**src/sv/catt_pkg.sv**
```systemverilog
// Shared types and constants for the constant-acceleration travel time core.
`timescale 1ns / 1ps
package catt_pkg;

	localparam int EPS_W = 17;
	localparam logic [EPS_W-1:0] EPS_RESET = 17'd66;
	localparam int QDEPTH = 4;
	localparam int QAW = 2;
	localparam int SQ_STEPS = 32;

	typedef struct packed {
		logic signed [31:0] velocity;
		logic signed [31:0] acceleration;
		logic [30:0] distance;
	} in_item_t;

	typedef struct packed {
		logic [31:0] travel_time;
		logic saturated;
	} out_item_t;

	// Numerator source selected by the front end
	typedef enum logic [1:0] {
		MODE_CV,
		MODE_DIFF,
		MODE_ROOT
	} mode_t;

	// Classified request handed from front end to back end
	typedef struct packed {
		logic [63:0] rad;
		logic [31:0] base;
		logic [31:0] den;
		mode_t mode;
	} job_t;

	function automatic logic [31:0] mag32(input logic [31:0] raw);
		mag32 = raw[31] ? (~raw + 32'd1) : raw;
	endfunction

endpackage

```
**src/sv/catt_queue.sv**
```systemverilog
// Short request queue between front end and back end.
`timescale 1ns / 1ps
module catt_queue (
	input  logic clk,
	input  logic arst_n,
	input  logic wr,
	input  catt_pkg::job_t wdata,
	output logic ready,
	input  logic rd,
	output logic nonempty,
	output catt_pkg::job_t rdata
);

	catt_pkg::job_t mem_q [catt_pkg::QDEPTH];
	logic [catt_pkg::QAW-1:0] wptr_q;
	logic [catt_pkg::QAW-1:0] rptr_q;
	logic [catt_pkg::QAW:0] cnt_q;
	logic do_rd;

	assign ready = cnt_q != (catt_pkg::QAW+1)'(catt_pkg::QDEPTH);
	assign nonempty = cnt_q != '0;
	assign rdata = mem_q[rptr_q];
	assign do_rd = rd && nonempty;

	// Store requests
	always_ff @(posedge clk) begin
		if (wr) begin
			mem_q[wptr_q] <= wdata;
		end
	end

	// Advance pointers and count
	always_ff @(posedge clk or negedge arst_n) begin
		if (!arst_n) begin
			wptr_q <= '0;
			rptr_q <= '0;
			cnt_q <= '0;
		end else begin
			if (wr) begin
				wptr_q <= wptr_q + 1'b1;
			end
			if (do_rd) begin
				rptr_q <= rptr_q + 1'b1;
			end
			case ({wr, do_rd})
				2'b10: cnt_q <= cnt_q + 1'b1;
				2'b01: cnt_q <= cnt_q - 1'b1;
				default: cnt_q <= cnt_q;
			endcase
		end
	end

endmodule

```
**config.mk**
```make
export PLATFORM = sky130hd
export DESIGN_NAME = catt_queue
export DESIGN_NICKNAME = d
export VERILOG_FILES = /design/src/sv/catt_pkg.sv /design/src/sv/catt_queue.sv
export SDC_FILE = /design/constraint.sdc
export NUM_CORES = 1
export LEC_CHECK = 0
export BUFFER_PORTS_ARGS = -buffer_cell sky130_fd_sc_hd__clkbuf_2
export CORE_MARGIN = 4
export CORE_UTILIZATION = 50
export CTS_CLUSTER_SIZE = 28
export DETAILED_ROUTE_END_ITERATION = 16
export HOLD_SLACK_MARGIN = 0.1
export PLACE_DENSITY = 0.72
export REMOVE_ABC_BUFFERS = 1
export SYNTH_ARGS = -nofsm -noshare
export SYNTH_HDL_FRONTEND = slang
export SYNTH_SLANG_ARGS = --single-unit
```
**constraint.sdc**
```tcl
create_clock -name clk -period 5.7 [get_ports clk]
set_input_delay 0.855 -clock clk [delete_from_list [all_inputs] [get_ports clk]]
set_output_delay 0.855 -clock clk [all_outputs]
set_load 0.05 [all_outputs]
```
# Yosys cells after proc, flatten, opt, wreduce, memory -nomap -nowiden
# Memory sizes are Yosys's and may differ from the RTL's.
# Index checks and enable logic that the tools add are counted.
[word_totals] ff_bits=7 mem_bits_rw=520 inputBits=134 output_inout_bits=132 wordCells=17 n_memories=1
[mem_list] name="mem_q" words=4 word_bits=130 rd=1 rd_clocked_by_memory_dff=0 wr=1 line="catt_queue.sv:14" source="catt_pkg::job_t mem_q [catt_pkg::QDEPTH];"
[classes] add_sub_neg=4 eq_ne=3 n_mux=3 n_reduce_logical=3
[ops] op="$pmux 3 s2" count=1
[ops] op="$add 2x1->2 const B" count=2
[ops] op="$add 3x1->3 const B" count=1
[ops] op="$ne 3x3->1 const B" count=1
[ops] op="$reduce_bool 3->1" count=1
[ops] op="$sub 3x1->3 const B" count=1
[ops] op="$eq 2x1->1 const B" count=1
[ops] op="$eq 2x2->1 const B" count=1
[ops] op="$mux 1" count=2
[ops] op="$reduce_bool 2->1" count=1
[ops] op="$logic_and 1x1->1" count=1

# Longest topological paths before layout
[depth] depth_word=4 depth_mapped=7 ltp_nobuf=7

# Worst setup path before layout
# No wires, ideal clock.
[synth_path] path_type="input -> register" from="input port wr" to="memory mem_q[0][0] (netlist name) (enable)" setup_ps=504 t_arrival_ps=3832 slack_ps=1363 path_stages=1 path_buffers=0 path_cell_list="and2_1"
[synth_via] elab_chain_cells=2
[synth_rtl] item="start, declared" line="catt_queue.sv:6" source="input logic wr,"
[synth_rtl] item="$mux 1" line="catt_queue.sv:27" source="if (wr) begin"
[synth_rtl] item="$mux 1 (not written as such)" line="catt_queue.sv:28" source="mem_q[wptr_q] <= wdata;"
[synth_rtl] item="end, declared" line="catt_queue.sv:14"
# No other way between the ends.

==> results by stage <==
Status:
- The flow ran to the end, and the final reports show no timing, DRC or antenna violations.

STA:
- In the post-route analysis, the smallest setup slack over all paths is 1.970 ns.
- In this run the tightest slew margin relative to its limit is 31.23%.
- The post-route setup TNS is 0 ns.
- Hold timing on the final database bottoms out at a slack of 0.4930 ns.
- The worst clock skew on the final layout is 0.01367 ns.
- For the pin with the worst max-slew slack, the measured transition is 1.032 ns.
- Setup repair after global routing left no endpoint under its margin.
- The minimum clock period is 3.730 ns.
- The peak clock frequency supported by timing is 0.2681 GHz.
- The worst path uses 65.44% of the clock period.
- Setup violations remaining at the end of the flow were counted as 0.
- The hold violation total from the final report is 0.
- The number of slew-limit violations in the final report is 0.

Power and ir drop:
- For this design the static power due to leakage is 7.803 nW.
- The power per cell area is 605.0 nW/µm².
- Across the VDD grid, the largest voltage drop is 473.7 µV.

Worst setup path:
- Together, buffers and inverters on the worst path number 2.
- Traced cell by cell, the critical path runs through buf_12 -> mux4_2 -> clkbuf_2.
- The dominant delay contributor by cell family on the critical path is flip-flops.
- The critical path class is flip-flop to output port.
- In this design, the stage delay of the slowest critical-path cell is 1.00 ns.
- The data required time at the worst endpoint is 4.85 ns.
- Among all stages on the critical path, the largest delay is contributed by sky130_fd_sc_hd__dfrtp_4.
- The kind of capture point of the worst setup path is an output port.
- Of all nets on the critical path, the largest fanout is 42.
- The data arrival at the endpoint of the critical path is 2.88 ns.
- The category of the worst setup path launch point is a flip-flop.

Run:
- The count of max-cap constraint violations is 0.

Route:
- The detailed router finished its first iteration with 512 violations.
- The detailed-route wire length per cell is 22.68 µm.
- For this run, design rule violations remaining after detail routing come to 0.
- The routed layout has 8501 vias.
- The detail-routed via count per cell is 5.415.
- The first detailed-routing pass ran for 4 iterations.
- For this block, the routed nets add up to 35.61 mm of wire.
- The residual antenna-violating net count after detailed routing is 0.

Clock tree:
- The maximum clock path buffer count is 3.
- The CTS tree is done.
- The number of H-tree levels is 2.
- The clock buffer count from CTS is 52.
- Clock latency on the worst-skew pair, taken at its later pin, is 0.57 ns.
- The clock sink total is 527.
- The clock transition at the registers of the reported paths is 0.06 ns.
- Clock tree synthesis selected as its root buffer the cell sky130_fd_sc_hd__clkbuf_16.
- The post-CTS repair timing setup buffer count is 0.
- In this run, post-CTS repair resized a total of 0 instances.

Floorplan:
- The floorplan step defined a core boundary enclosing 37760 µm².
- In this run the horizontal extent of the chip is 203.7 µm.
- The full die area is 41510 µm².
- The die height is 203.7 µm.
- The number of standard-cell rows in the floorplan is 71.
- The initial core utilization is 50.74%.
- The number of top-level pins is 266.

Layout:
- Compared with the post-synthesis result, the final layout area differs by 18.73%.
- The count of fill cells added during filler insertion is 2645.
- The post-route non-filler standard cell count is 1570.
- 0 antenna diodes ended up in the layout.
- The most common cell after layout, fill and taps aside is sky130_fd_sc_hd__edfxtp_1.
- In the final layout, the share of cells above drive strength 1 is 45.33%.
- The top cell types in the final layout, fill and taps aside, are 520 x sky130_fd_sc_hd__edfxtp_1, 265 x sky130_fd_sc_hd__clkbuf_2, 130 x sky130_fd_sc_hd__mux4_2, 53 x sky130_fd_sc_hd__clkbuf_16, 18 x sky130_fd_sc_hd__clkinv_1.
- For this run, the post-layout net count is 1157.

GRT:
- Global routing used 17.41% of the available tracks across all layers.
- The via count of the first global-routing pass came to 9281.
- The total grt overflow is 0.
- Entering global routing, the biggest net connects 82 pins.
- The initial antenna violation count is 3.
- The first global-routing pass estimated 54.60 mm of wire.

Synthesis:
- Yosys attributes the largest share of cell area to sky130_fd_sc_hd__edfxtp_1 82%, sky130_fd_sc_hd__mux4_2 15%, sky130_fd_sc_hd__dfrtp_1 0.91%.
- Yosys mapped the design onto 20 distinct sky130hd cell types.
- The mean instance size in the synthesized netlist is 26.72 µm².
- The number of synthesis warnings is 0.
- The proportion of synthesized chip area in sequential cells is 82.42%.
- The synthesized instance count is 717.
- The post-synthesis instance area is 19160 µm².
- sky130_fd_sc_hd__edfxtp_1 takes more of the synthesized area than any other cell.
- In this run the biggest area consumer among cell types represents 81.51% of the synthesized area.
- In this run, synthesis produced a sequential element count of 527.

Placed design:
- Detailed placement finished with a half-perimeter wire length of 20.94 mm.
- At the placement stage, the worst setup path has a slack of 2.478 ns.
- The placed instance count is 1473.
- The count of buffers added on input and output ports is 265.
- At the end of routability-driven placement, the weighted congestion stood at 0.7338.

Min path:
- The type of the worst min-delay path is input pin to flip-flop.
## cells by family (layout without fill, tap and decap cells)
kind of cell | Yosys count | after routing | synth area share [%]
mux | 131 | 131 | 15.34
compound gates | 2 | 2 | 0.07183
fa+ha+maj | 6 | 6 | 0.4311
flops | 527 | 527 | 82.42
simple gates | 9 | 9 | 0.2482
xor+xnor | 6 | 6 | 0.2743
buf+inv | 36 | 378 | 1.215
## synthesized netlist by cell type
| cell type | instances |
|---|---|
| sky130_fd_sc_hd__and2_1 | 4 |
| sky130_fd_sc_hd__buf_2 | 15 |
| sky130_fd_sc_hd__buf_4 | 1 |
| sky130_fd_sc_hd__buf_6 | 10 |
| sky130_fd_sc_hd__clkbuf_1 | 4 |
| sky130_fd_sc_hd__dfrtp_1 | 7 |
| sky130_fd_sc_hd__edfxtp_1 | 520 |
| sky130_fd_sc_hd__fa_1 | 1 |
| sky130_fd_sc_hd__ha_1 | 5 |
| sky130_fd_sc_hd__inv_1 | 6 |
| sky130_fd_sc_hd__mux2i_1 | 1 |
| sky130_fd_sc_hd__mux4_2 | 130 |
| sky130_fd_sc_hd__nand2_1 | 2 |
| sky130_fd_sc_hd__nand3_1 | 1 |
| sky130_fd_sc_hd__nor2_1 | 1 |
| sky130_fd_sc_hd__o21ai_0 | 1 |
| sky130_fd_sc_hd__o31a_1 | 1 |
| sky130_fd_sc_hd__or3_1 | 1 |
| sky130_fd_sc_hd__xnor2_1 | 2 |
| sky130_fd_sc_hd__xor2_1 | 4 |
## stage by stage
step	total power, mW	instance area, µm²	utilization (%)
finish	13.76	22750	60.25
global route	14.36	22750	60.25
CTS	13.97	22750	60.25
detailed placement	10.65	21070	55.80
global placement	10.59	21070	55.80
floorplan	9.551	18950	-
## layout make-up
cell class              count  area [µm²]  share of cell area [%]
clock buffers              62        1360                   5.979
well taps                 511       639.4                   2.811
repair buffers            276        1474                   6.480
multi-input cells         154        3144                   13.82
clock inverters            34       307.8                   1.353
inverters                   6       22.52                 0.09902
flip-flops and latches    527       15800                   69.45
## worst reg2reg max path: stages (launching register included)
cell and delay [ns]:
sky130_fd_sc_hd__dfrtp_1 0.41, sky130_fd_sc_hd__inv_1 0.09, sky130_fd_sc_hd__ha_1 0.14, sky130_fd_sc_hd__and2_4 0.80, sky130_fd_sc_hd__buf_4 0.64
## path summary, 6_finish.rpt
path                                            start                     end  cells after the start  slack (ns)
worst min register to register   cnt_q[0]$_DFFE_PN0P_    cnt_q[0]$_DFFE_PN0P_                      1        0.53
worst min-delay path                        wdata[84]  mem_q[2][84]$_DFFE_PP_                      1        0.49
worst max-delay path            rptr_q[0]$_DFFE_PN0P_               rdata[76]                      3        1.97
min in group asynchronous                      arst_n   rptr_q[0]$_DFFE_PN0P_                      2        0.70
worst max register to register  wptr_q[0]$_DFFE_PN0P_  mem_q[2][12]$_DFFE_PP_                      4        3.22
max in group asynchronous                      arst_n   rptr_q[1]$_DFFE_PN0P_                      2        4.81
## flip-flops by register name, summed over array words and instances (netlist names)
register  count
rptr_q        2
wptr_q        2
mem_q       520
cnt_q         3
## report_power, final
part           total, mW  leakage [nW]  internal (mW)  switching [mW]
Combinational       5.05          2.13           1.48            3.57
Clock               3.31         0.813           1.96            1.34
Sequential          5.41          4.86           5.07           0.338
Total               13.8          7.80           8.52            5.24
## timing repair
item	in CTS	in global routing
setup endpoints to repair	0	0
endpoints found under the hold margin	7	0
hold buffers	1	0
## layer usage
layer | part of all wire, % | up-vias | GRT usage, % | wire length [µm]
met5 | 0.11 | - | 0 | 39
met4 | 2.2 | 6 | 4.890 | 778
met3 | 8.1 | 58 | 5.883 | 2868
met2 | 50 | 248 | 28.29 | 17700
met1 | 40 | 4482 | 22.86 | 14220
li1 | - | 3707 | - | -
Power figures use the tool's default switching activity.
